$ cat src/hw/rtl/forth_stack_machine_step_defines.svh
// assertion macros for the forth stack machine step block
`ifndef FORTH_STACK_MACHINE_STEP_DEFINES_SVH
`define FORTH_STACK_MACHINE_STEP_DEFINES_SVH

// implication checked at the same clock edge
`define FSMS_ASSERT_NOW(label, ante, cons) \
  label: assert property (@(posedge clk) disable iff (rst) (ante) |-> (cons)) \
    else $error("fsms assertion failed");

// implication checked at the following clock edge
`define FSMS_ASSERT_NEXT(label, ante, cons) \
  label: assert property (@(posedge clk) disable iff (rst) (ante) |=> (cons)) \
    else $error("fsms assertion failed");

`endif

$ cat src/hw/rtl/fsms_pkg.sv
// package with token codes, status codes and default sizes of the forth step block
`default_nettype none

package fsms_pkg;

  localparam int unsigned DEF_DATA_DEPTH   = 32;
  localparam int unsigned DEF_RETURN_DEPTH = 32;

  localparam logic [7:0] OP_LIT    = 8'h09;
  localparam logic [7:0] OP_DUP    = 8'h0A;
  localparam logic [7:0] OP_DROP   = 8'h0B;
  localparam logic [7:0] OP_ADD    = 8'h0C;
  localparam logic [7:0] OP_SUB    = 8'h0D;
  localparam logic [7:0] OP_INC    = 8'h0E;
  localparam logic [7:0] OP_DEC    = 8'h0F;
  localparam logic [7:0] OP_SWAP   = 8'h10;
  localparam logic [7:0] OP_BRANCH = 8'h11;
  localparam logic [7:0] OP_EXIT   = 8'h7F;

  typedef enum logic [2:0] {
    ST_OK       = 3'd0,
    ST_ILLEGAL  = 3'd1,
    ST_DUNDER   = 3'd2,
    ST_DOVER    = 3'd3,
    ST_RUNDER   = 3'd4,
    ST_ROVER    = 3'd5
  } status_t;

endpackage

`default_nettype wire

$ cat src/hw/rtl/fsms_ram.sv
// generic single write port ram with registered read
`default_nettype none

module fsms_ram #(
  parameter int unsigned WIDTH = 16,
  parameter int unsigned DEPTH = 32
) (
  input  wire logic                     clk,
  input  wire logic                     we,
  input  wire logic [$clog2(DEPTH)-1:0] waddr,
  input  wire logic [WIDTH-1:0]         wdata,
  input  wire logic [$clog2(DEPTH)-1:0] raddr,
  output logic      [WIDTH-1:0]         rdata
);

  logic [WIDTH-1:0] mem [DEPTH];

  always_ff @(posedge clk) begin
    if (we) begin
      mem[waddr] <= wdata;
    end
    rdata <= mem[raddr];
  end

endmodule

`default_nettype wire

$ cat src/hw/rtl/forth_stack_machine_step.sv
// top level of the forth stack machine step block
// Executes one token of a 16-bit token-threaded Forth machine per transaction and
// returns one result per transaction. A new token is accepted in every cycle; the
// result sits in the output register from the cycle after acceptance, and the input
// keeps accepting while that result waits to be taken as long as the output side
// drains it in the same cycle. The rate is set by the loop from the IP, top of stack,
// cached second cell and cached top return address back to themselves. Both stacks
// live in registered-read RAMs; the entry below the cached one is read ahead each
// cycle, so a pop finds it ready. No clearing pass after reset is needed.
`default_nettype none

module forth_stack_machine_step #(
  parameter int unsigned DATA_DEPTH   = fsms_pkg::DEF_DATA_DEPTH,
  parameter int unsigned RETURN_DEPTH = fsms_pkg::DEF_RETURN_DEPTH
) (
  input  wire logic        clk,
  input  wire logic        rst,
  input  wire logic        s_tvalid,
  output logic             s_tready,
  input  wire logic [23:0] s_tdata,   // opcode[7:0], operand[23:8]
  input  wire logic [0:0]  s_tuser,   // mode[0]
  output logic             m_tvalid,
  input  wire logic        m_tready,
  // next_address[15:0], top_of_stack[31:16], data_depth[37:32],
  // return_depth[43:38], status[46:44], zero[47]
  output logic      [47:0] m_tdata
);

  import fsms_pkg::*;

  localparam int unsigned DAW = $clog2(DATA_DEPTH);
  localparam int unsigned DCW = $clog2(DATA_DEPTH + 1);
  localparam int unsigned RAW = $clog2(RETURN_DEPTH);
  localparam int unsigned RCW = $clog2(RETURN_DEPTH + 1);

  logic        mode;
  logic [7:0]  opcode;
  logic [15:0] operand;
  logic        s_fire;

  logic [15:0]    instr_pointer, instr_pointer_next;
  logic [15:0]    top_cell, top_cell_next;
  logic [15:0]    second_cell, second_cell_next;
  logic [DCW-1:0] data_count, data_count_next;
  logic [15:0]    return_top, return_top_next;
  logic [RCW-1:0] return_count, return_count_next;
  status_t        status;

  logic           d_we;
  logic [DAW-1:0] d_waddr;
  logic [DAW-1:0] d_raddr;
  logic [15:0]    d_rdata;
  logic [DCW-1:0] d_count_eff;
  logic [DCW-1:0] d_below;

  logic           r_we;
  logic [RAW-1:0] r_waddr;
  logic [RAW-1:0] r_raddr;
  logic [15:0]    r_rdata;
  logic [RCW-1:0] r_count_eff;
  logic [RCW-1:0] r_below;

  assign mode     = s_tuser[0];
  assign opcode   = s_tdata[7:0];
  assign operand  = s_tdata[23:8];
  assign s_tready = !m_tvalid || m_tready;
  assign s_fire   = s_tvalid && s_tready;

  always_comb begin
    instr_pointer_next = instr_pointer;
    top_cell_next      = top_cell;
    second_cell_next   = second_cell;
    data_count_next    = data_count;
    return_top_next    = return_top;
    return_count_next  = return_count;
    status             = ST_OK;
    d_we               = 1'b0;
    d_waddr            = data_count[DAW-1:0];
    r_we               = 1'b0;
    r_waddr            = return_count[RAW-1:0];
    if (mode) begin
      instr_pointer_next = operand;
      top_cell_next      = 16'd0;
      data_count_next    = '0;
      return_count_next  = '0;
    end else if (opcode[7]) begin
      if (return_count >= RCW'(RETURN_DEPTH)) begin
        status = ST_ROVER;
      end else begin
        r_we               = 1'b1;
        return_top_next    = instr_pointer + 16'd2;
        return_count_next  = return_count + RCW'(1);
        instr_pointer_next = instr_pointer + 16'd4 + {opcode, operand[7:0]};
      end
    end else begin
      unique case (opcode) inside
        OP_LIT, OP_DUP: begin
          if (data_count >= DCW'(DATA_DEPTH)) begin
            status = ST_DOVER;
          end else begin
            d_we             = 1'b1;
            second_cell_next = top_cell;
            data_count_next  = data_count + DCW'(1);
            if (opcode == OP_LIT) begin
              top_cell_next      = operand;
              instr_pointer_next = instr_pointer + 16'd3;
            end else begin
              instr_pointer_next = instr_pointer + 16'd1;
            end
          end
        end
        OP_DROP, OP_ADD, OP_SUB: begin
          if (data_count == '0) begin
            status = ST_DUNDER;
          end else begin
            second_cell_next   = d_rdata;
            data_count_next    = data_count - DCW'(1);
            instr_pointer_next = instr_pointer + 16'd1;
            if (opcode == OP_DROP) begin
              top_cell_next = second_cell;
            end else if (opcode == OP_ADD) begin
              top_cell_next = second_cell + top_cell;
            end else begin
              top_cell_next = second_cell - top_cell;
            end
          end
        end
        OP_INC: begin
          top_cell_next      = top_cell + 16'd1;
          instr_pointer_next = instr_pointer + 16'd1;
        end
        OP_DEC: begin
          top_cell_next      = top_cell - 16'd1;
          instr_pointer_next = instr_pointer + 16'd1;
        end
        OP_SWAP: begin
          if (data_count == '0) begin
            status = ST_DUNDER;
          end else begin
            d_we               = 1'b1;
            d_waddr            = DAW'(data_count - DCW'(1));
            second_cell_next   = top_cell;
            top_cell_next      = second_cell;
            instr_pointer_next = instr_pointer + 16'd1;
          end
        end
        OP_BRANCH: begin
          instr_pointer_next = instr_pointer + 16'd1 - {8'd0, operand[7:0]};
        end
        OP_EXIT: begin
          if (return_count == '0) begin
            status = ST_RUNDER;
          end else begin
            return_count_next  = return_count - RCW'(1);
            instr_pointer_next = return_top;
            return_top_next    = r_rdata;
          end
        end
        default: begin
          status = ST_ILLEGAL;
        end
      endcase
    end
  end

  // read ahead the entry two below the new count so that a pop finds it ready
  assign d_count_eff = s_fire ? data_count_next : data_count;
  assign d_below     = d_count_eff - DCW'(2);
  assign d_raddr     = d_below[DAW-1:0];
  assign r_count_eff = s_fire ? return_count_next : return_count;
  assign r_below     = r_count_eff - RCW'(2);
  assign r_raddr     = r_below[RAW-1:0];

  fsms_ram #(
    .WIDTH (16),
    .DEPTH (DATA_DEPTH)
  ) u_data_ram (
    .clk   (clk),
    .we    (s_fire && d_we),
    .waddr (d_waddr),
    .wdata (top_cell),
    .raddr (d_raddr),
    .rdata (d_rdata)
  );

  fsms_ram #(
    .WIDTH (16),
    .DEPTH (RETURN_DEPTH)
  ) u_return_ram (
    .clk   (clk),
    .we    (s_fire && r_we),
    .waddr (r_waddr),
    .wdata (return_top_next),
    .raddr (r_raddr),
    .rdata (r_rdata)
  );

  always_ff @(posedge clk) begin
    if (rst) begin
      instr_pointer <= 16'd0;
      top_cell      <= 16'd0;
      data_count    <= '0;
      return_count  <= '0;
      m_tvalid      <= 1'b0;
    end else begin
      if (s_fire) begin
        instr_pointer <= instr_pointer_next;
        top_cell      <= top_cell_next;
        data_count    <= data_count_next;
        return_count  <= return_count_next;
        m_tvalid      <= 1'b1;
      end else if (m_tready) begin
        m_tvalid <= 1'b0;
      end
    end
  end

  always_ff @(posedge clk) begin
    if (s_fire) begin
      second_cell <= second_cell_next;
      return_top  <= return_top_next;
      m_tdata     <= {1'b0, status, 6'(return_count_next), 6'(data_count_next),
                      top_cell_next, instr_pointer_next};
    end
  end

  `include "forth_stack_machine_step_defines.svh"

  `FSMS_ASSERT_NOW(a_data_count_range, 1'b1, data_count <= DCW'(DATA_DEPTH))
  `FSMS_ASSERT_NOW(a_return_count_range, 1'b1, return_count <= RCW'(RETURN_DEPTH))
  `FSMS_ASSERT_NEXT(a_fault_holds_state, s_fire && status != ST_OK,
    instr_pointer == $past(instr_pointer) && data_count == $past(data_count) &&
    return_count == $past(return_count) && top_cell == $past(top_cell))
  `FSMS_ASSERT_NEXT(a_restart_clears, s_fire && mode,
    data_count == '0 && return_count == '0 && top_cell == 16'd0)
  `FSMS_ASSERT_NEXT(a_result_matches_state, s_fire,
    m_tvalid && m_tdata[15:0] == instr_pointer && m_tdata[31:16] == top_cell)

endmodule

`default_nettype wire
$ cat config.mk
export PLATFORM = sky130hd
export DESIGN_NAME = forth_stack_machine_step
export DESIGN_NICKNAME = d
export VERILOG_FILES = /design/src/hw/rtl/fsms_pkg.sv /design/src/hw/rtl/fsms_ram.sv /design/src/hw/rtl/forth_stack_machine_step.sv
export VERILOG_INCLUDE_DIRS = /design/src /design/src/hw/rtl
export SDC_FILE = /design/constraint.sdc
export NUM_CORES = 2
export LEC_CHECK = 0
export CORE_AREA = 2 2 268 402
export CTS_CLUSTER_DIAMETER = 150
export CTS_CLUSTER_SIZE = 25
export DETAILED_ROUTE_END_ITERATION = 8
export DIE_AREA = 0 0 270 404
export DONT_BUFFER_PORTS = 1
export GPL_TIMING_DRIVEN = 0
export PLACE_DENSITY = 0.67
export REMOVE_ABC_BUFFERS = 1
export SYNTH_ARGS = -nofsm -noshare
export SYNTH_HDL_FRONTEND = slang
export SYNTH_SLANG_ARGS = --single-unit
$ cat constraint.sdc
create_clock -name clk -period 8.15 [get_ports clk]
set_clock_uncertainty 0.05 [all_clocks]
set_input_delay 1.2225 -clock clk [delete_from_list [all_inputs] [get_ports clk]]
set_output_delay 1.2225 -clock clk [all_outputs]
set_load 0.05 [all_outputs]
# After elaboration in Yosys (flattened, before gate mapping)
# Memory sizes are Yosys's and may differ from the RTL's. A register that Yosys moved wholly into a read port is not among the register bits.
# Cells that the tools add are included.
# word_totals
register_bits	124
mem_bits_rw	1024
romBits	0
in_bits	29
mem_count	2
latch_bits	0
# classes
bitwise	2
n_mux	62
n_addsub	16
div_mod_pow	0
mul	0
order_cmp	2
eq_ne	13
n_reduce_logical	15
n_shift	0
# mem_list
memory	words	word_bits	read_ports	rd_ports_with_merged_regs	write_ports	line	source
u_data_ram.mem	32	16	1	1	1	fsms_ram.sv:16	logic [WIDTH-1:0] mem [DEPTH];
u_return_ram.mem	32	16	1	1	1	fsms_ram.sv:16	
# ops
cell	n
$mux 16	23
$pmux 16 s5	2
$mux 6	11
$eq 8x4->1 const B	7
$pmux 16 s3	1
$add 16x1->16 const B	2
$add 16x16->16	2
$add 16x2->16 const B	2
$mux 5	4
$add 16x3->16 const B	1
$eq 8x5->1 const B	2
$sub 16x1->16 const B	1
$sub 16x16->16	1
$sub 16x8->16	1
$mux 1	13
$add 6x1->6 const B	2
$ge 6x6->1 const B	2
$logic_not 6->1	2
$pmux 3 s4	1
$pmux 6 s2	1
$sub 6x1->6 const B	2
$sub 5x2->5 const B	2
$mux 3	3
$eq 8x7->1 const B	1
13 further kinds	21

# Longest topological paths before layout
# depth
word_depth	8
depth_mapped	19
ltp_nobuf	16

# Hierarchy
# A second synthesis with hierarchy kept.
# unflattened
cells_unflattened	3681
area_unflattened_um2	52370.2
# modules_own_cells
mod	seq_area_each_um2	instances	area_each_um2	cells_per_inst
fsms_ram (u_return_ram)	15695.1	1	20535.9	1143
fsms_ram (u_data_ram)	15695.1	1	20534.7	1143
forth_stack_machine_step	3273.1	1	11299.6	1395

# Worst setup path after synthesis
# No wires, ideal clock.
# synth_timing
path_kind	input to register
startpoint	in m_tready
endpoint	reg second_cell[0] (enable)
required_ns	7.622
t_arrival_ns	5.060
path_stages	5
slack_ns	2.562
path_buffers	2
cell_sequence	nand2b_1 > nand2_1 > clkbuf_1 > clkbuf_1 > a2111oi_0
# synth_between
elab_chain_len	3
# synth_lines
item	line	source
start: declaration	forth_stack_machine_step.sv:23	input wire logic m_tready,
$logic_or 1x1->1	forth_stack_machine_step.sv:66	assign s_tready = !m_tvalid || m_tready;
$logic_and 1x1->1	forth_stack_machine_step.sv:67	assign s_fire = s_tvalid && s_tready;
$reduce_and 7->1 (no source line)	-	
end signal: assignment	forth_stack_machine_step.sv:220	second_cell <= second_cell_next;
end: declaration	forth_stack_machine_step.sv:43	logic [15:0] second_cell, second_cell_next;
# Every way passes these cells.
# A chain may end at the register's enable or synchronous reset.

# Worst setup path after layout
# layout_timing
startpoint	in m_tready
endpoint	reg u_data_ram.rdata[10], read port of u_data_ram.mem
# layout_between
elab_chain_len	4
# layout_lines
item	line	source
$logic_or 1x1->1	forth_stack_machine_step.sv:66	
$logic_and 1x1->1	forth_stack_machine_step.sv:67	
$mux 6	-	
$sub 5x2->5	forth_stack_machine_step.sv:168	assign d_below = d_count_eff - DCW'(2);
end: declaration	fsms_ram.sv:13	output logic [WIDTH-1:0] rdata
# Every way passes these cells.

==> impl_results.html <==
<table>
<tr><th>Metric</th><th>Value</th></tr>
<tr><th colspan="2">Power</th></tr>
<tr><td>Clock group share of total power</td><td>29.8%</td></tr>
<tr><td>Leak pwr</td><td>19.4 nW</td></tr>
<tr><td>Switching part of the total</td><td>21.8%</td></tr>
<tr><td>Sequential Power Share</td><td>64.7%</td></tr>
<tr><td>Design internal power</td><td>8.17 mW</td></tr>
<tr><td>Power per unit of standard cell area</td><td>184 mW/mm^2</td></tr>
<tr><td>VDD IR-drop max</td><td>0.218 mV</td></tr>
<tr><td>Combinational fraction of design power</td><td>5.5%</td></tr>
<tr><td>Reported net switching power</td><td>2.28 mW</td></tr>
<tr><th colspan="2">Setup path</th></tr>
<tr><td>Most repeated library cell on the critical path</td><td>sky130_fd_sc_hd__nand2_2</td></tr>
<tr><td>Required time reported for the critical path endpoint</td><td>8.60 ns</td></tr>
<tr><td>Number of buffers and inverters on the critical path</td><td>4</td></tr>
<tr><td>Top Family by Delay on Critical Path</td><td>simple AND/OR/NAND/NOR gates</td></tr>
<tr><td>Maximum fanout encountered on the critical timing path</td><td>62</td></tr>
<tr><td>Delay of the slowest critical-path stage</td><td>0.97 ns</td></tr>
<tr><td>Startpoint class of the critical path</td><td>input pin</td></tr>
<tr><td>End of the worst register-to-register path</td><td>u_data_ram.rdata[10]</td></tr>
<tr><td>Worst-case register-to-register setup slack</td><td>1.63 ns</td></tr>
<tr><td>Cell breakdown of the critical path</td><td>nand2b_1 &gt; nand2_2 &gt; inv_4 &gt; buf_16 &gt; nand4_1 &gt; o221a_2 &gt; nand2_4 &gt; inv_2 &gt; buf_12 &gt; ha_4 &gt; nand2_2 &gt; o211ai_1 &gt; a221oi_2</td></tr>
<tr><td>Type of the worst setup path</td><td>in -&gt; reg</td></tr>
<tr><td>Arrival time at the worst endpoint</td><td>6.97 ns</td></tr>
<tr><td>Standard cell with the maximum stage delay on the critical path</td><td>sky130_fd_sc_hd__o211ai_1</td></tr>
<tr><td>Capturing element type of the critical path</td><td>flip-flop</td></tr>
<tr><td>Worst reg2reg startpoint</td><td>m_tvalid</td></tr>
<tr><td>FF-to-FF path depth</td><td>13</td></tr>
<tr><th colspan="2">Timing</th></tr>
<tr><td>Final total negative setup slack</td><td>0 ns</td></tr>
<tr><td>Final hold violation count</td><td>0</td></tr>
<tr><td>Setup repair after global routing missed its margin</td><td>false</td></tr>
<tr><td>Tmin final</td><td>6.52 ns</td></tr>
<tr><td>Final period utilization</td><td>80.1%</td></tr>
<tr><td>Finish-stage setup viols</td><td>0</td></tr>
<tr><td>Achievable clock frequency</td><td>153 MHz</td></tr>
<tr><td>Relative max-transition margin</td><td>10.1%</td></tr>
<tr><td>Smallest hold slack</td><td>0.479 ns</td></tr>
<tr><td>Fin. max-slew vios</td><td>0</td></tr>
<tr><td>Slew at the pin closest to its max-slew limit</td><td>1.35 ns</td></tr>
<tr><th colspan="2">Placement</th></tr>
<tr><td>Instance area at placement</td><td>0.0552 sq mm</td></tr>
<tr><td>Final HPWL DP</td><td>95.3 mm</td></tr>
<tr><td>Total of buffers placed on input and output ports</td><td>0</td></tr>
<tr><td>RePlAce Congestion</td><td>0.950</td></tr>
<tr><th colspan="2">Worst hold path</th></tr>
<tr><td>Cell depth of the worst hold path</td><td>2</td></tr>
<tr><td>Classification of the worst-slack hold path</td><td>reg -&gt; reg</td></tr>
<tr><td>Min-delay src</td><td>u_data_ram.rdata[9]</td></tr>
<tr><td>Sink of the worst hold path</td><td>second_cell[9]</td></tr>
<tr><th colspan="2">Cells and area</th></tr>
<tr><td>Most common cell after layout, fill and taps aside</td><td>sky130_fd_sc_hd__edfxtp_1</td></tr>
<tr><td>Fill cell total of the finished layout</td><td>8,614</td></tr>
<tr><td>Area overhead of the layout relative to synthesis</td><td>8.68%</td></tr>
<tr><td>Design Area, Final</td><td>0.0568 sq mm</td></tr>
<tr><td>Top library cells by usage in the layout, fill and taps aside</td><td>sky130_fd_sc_hd__edfxtp_1 (1,103), sky130_fd_sc_hd__nand2_1 (630), sky130_fd_sc_hd__mux2i_1 (240), sky130_fd_sc_hd__nor2_1 (146)</td></tr>
<tr><td>Layout cell share with drive strength beyond 1</td><td>11.1%</td></tr>
<tr><td>Total number of nets in the final design</td><td>3,830</td></tr>
<tr><th colspan="2">Logic synthesis</th></tr>
<tr><td>Number of distinct library cells after synthesis</td><td>91</td></tr>
<tr><td>Area fraction of the dominant cell type after synthesis</td><td>63.4%</td></tr>
<tr><td>Average size of a mapped cell</td><td>13.8 sq um</td></tr>
<tr><td>Leading area contributor after synthesis</td><td>sky130_fd_sc_hd__edfxtp_1</td></tr>
<tr><td>Combined area of all synthesized cells</td><td>0.0523 sq mm</td></tr>
<tr><td>Cell count after synthesis</td><td>3,781</td></tr>
<tr><td>FF+latch count, synth</td><td>1,180</td></tr>
<tr><td>Sequential fraction of the synthesis area</td><td>66.3%</td></tr>
<tr><td>Largest cells by area after synthesis</td><td>sky130_fd_sc_hd__edfxtp_1 (63%), sky130_fd_sc_hd__mux2i_1 (4.6%), sky130_fd_sc_hd__nand2_1 (4.5%), sky130_fd_sc_hd__mux4_2 (4.2%), sky130_fd_sc_hd__dfxtp_1 (2.9%)</td></tr>
<tr><td>Most instantiated flip-flop cell in the synthesis netlist</td><td>sky130_fd_sc_hd__edfxtp_1</td></tr>
<tr><td>Number of synthesized flops with an enable pin</td><td>1,103</td></tr>
<tr><td>Proportion of register bits with asynchronous set or reset after synthesis</td><td>0%</td></tr>
<tr><td>Warnings from Yosys</td><td>0</td></tr>
<tr><th colspan="2">CTS</th></tr>
<tr><td>Post-cts sizing count</td><td>0</td></tr>
<tr><td>Buffer levels on the longest clock path</td><td>3</td></tr>
<tr><td>TritonCTS clock tree</td><td>built</td></tr>
<tr><td>Cell at the root of the clock tree</td><td>sky130_fd_sc_hd__clkbuf_16</td></tr>
<tr><td>Max H-tree Level</td><td>2</td></tr>
<tr><td>Post-CTS Hold Buffers</td><td>0</td></tr>
<tr><td>Latest clock arrival within the worst-skew pair</td><td>0.68 ns</td></tr>
<tr><td>Post-CTS clock slew at the launch and capture registers of the worst setup and hold paths</td><td>0.11 ns</td></tr>
<tr><td>Clock buffers created by TritonCTS</td><td>53</td></tr>
<tr><td>CTS Sinks</td><td>1,180</td></tr>
<tr><td>Post CTS Setup Buffer Count</td><td>0</td></tr>
<tr><th colspan="2">Detailed routing</th></tr>
<tr><td>WL/cell</td><td>27.1 um</td></tr>
<tr><td>Number of DRC violations after detailed routing</td><td>0</td></tr>
<tr><td>Number of DRC markers in iteration 0</td><td>3,011</td></tr>
<tr><td>DR vias</td><td>32.1k</td></tr>
<tr><td>Final ANT Viol Nets</td><td>0</td></tr>
<tr><td>Total wire length after detailed routing</td><td>140 mm</td></tr>
<tr><td>Detailed Routing Iterations Pass 1</td><td>8</td></tr>
<tr><td>Via/cell ratio</td><td>6.22</td></tr>
<tr><th colspan="2">Floorplanning</th></tr>
<tr><td>Die outline height</td><td>404 um</td></tr>
<tr><td>Total Die Area</td><td>0.109 sq mm</td></tr>
<tr><td>Std-Cell Core Area</td><td>0.105 sq mm</td></tr>
<tr><td>Initial core utilization</td><td>49.6%</td></tr>
<tr><td>Core Rows</td><td>146</td></tr>
<tr><td># IOs</td><td>79</td></tr>
<tr><td>Die X</td><td>270 um</td></tr>
<tr><th colspan="2">Global route</th></tr>
<tr><td>First-pass GRT wire length</td><td>205 mm</td></tr>
<tr><td>Via count of the first global-routing pass</td><td>31.5k</td></tr>
<tr><td>Maximum number of pins on one net before global-route repair</td><td>69</td></tr>
<tr><td>Combined global-route utilization of all metal layers</td><td>25.4%</td></tr>
<tr><td>Number of antenna violations at the first check in global routing</td><td>1</td></tr>
<tr><td>Remaining Overflow, GRT</td><td>0</td></tr>
<tr><th colspan="2">Run</th></tr>
<tr><td>Number of max-capacitance violations reported</td><td>0</td></tr>
<tr><th colspan="2">Run status</th></tr>
<tr><td>Outcome</td><td>completed</td></tr>
</table>
## metal layers
layer	track usage, %	part of all wire (%)
met1	28.3	35
met2	45.0	51
met3	4.53	7.0
met4	15.9	7.1
met5	0	0.015
## through the flow
stage | utilization (%) | setup slack [ns] | total power [mW] | instances
final | 53.9 | 1.63 | 10.5 | 5169
after floorplan | - | -13.36 | 7.34 | 3554
after detailed placement | 52.4 | 0.902 | 7.47 | 5066
after global placement | 50.2 | -22.95 | 7.56 | 4960
after CTS | 53.9 | 1.60 | 10.5 | 5166
after global routing | 53.9 | 1.40 | 10.7 | 5166
## tightest hold or removal path, cell delays in order (launching register included)
cell	delay, ns
sky130_fd_sc_hd__dfxtp_1	0.33
sky130_fd_sc_hd__nand2_1	0.05
sky130_fd_sc_hd__nand2_1	0.06
## state kept, by name, indices dropped and copies added, names as in the netlist
signal	flops
top_cell	16
return_count	6
data_count	6
m_tdata	47
instr_pointer	16
m_tvalid	1
u_return_ram.mem	512
second_cell	16
u_data_ram.rdata	16
u_data_ram.mem	512
u_return_ram.rdata	16
return_top	16
## layout make-up
class | instances | area [sq um] | share of cell area, %
repair buffers | 106 | 1980 | 3.48
clock inverters | 2 | 28.8 | 0.0507
multi-input cells | 2324 | 16600 | 29.3
flip-flops and latches | 1180 | 34700 | 61.1
diodes | 3 | 7.51 | 0.0132
well taps | 1406 | 1760 | 3.10
clock buffers | 98 | 1540 | 2.71
inverters | 50 | 190 | 0.335
## worst max path at each step
stage / cells past startpoint / from / end
after floorplan: 9 / m_tready / u_return_ram.rdata[0]
after global placement: 9 / m_tready / u_return_ram.rdata[9]
after detailed placement: 13 / m_tready / u_data_ram.rdata[0]
after CTS: 13 / m_tvalid / u_data_ram.rdata[0]
after global routing: 13 / m_tvalid / u_data_ram.rdata[10]
final: 13 / m_tready / u_data_ram.rdata[10]
## power by group through the flow
| stage | sequential [mW] | clock [mW] | combinational (mW) |
|---|---|---|---|
| after CTS | 6.76 | 3.15 | 0.574 |
| final | 6.76 | 3.11 | 0.574 |
| after floorplan | 6.87 | 0 | 0.463 |
| after global routing | 6.77 | 3.34 | 0.622 |
| after detailed placement | 6.90 | 0 | 0.572 |
| after global placement | 6.91 | 0 | 0.649 |
## cell families after synthesis
family / share of synthesized area (%)
mux: 8.82
compound gates: 8.23
flops: 66.3
other cells: 0.00717
fa+ha+maj: 2.12
buf+inv: 2.47
simple gates: 10.3
xor+xnor: 1.72
## cells in the mapped netlist, drive strengths merged, types with 46 or more instances
library cell	count
edfxtp	1103
nand2	633
mux2i	240
nor2	212
a21oi	127
nand3	123
buf	114
clkbuf	113
mux4	98
ha	82
dfxtp	77
o21ai	76
o211ai	63
xnor2	56
nand4	51
inv	49
xor2	46
Note: power is estimated with default switching activity, not from simulation.
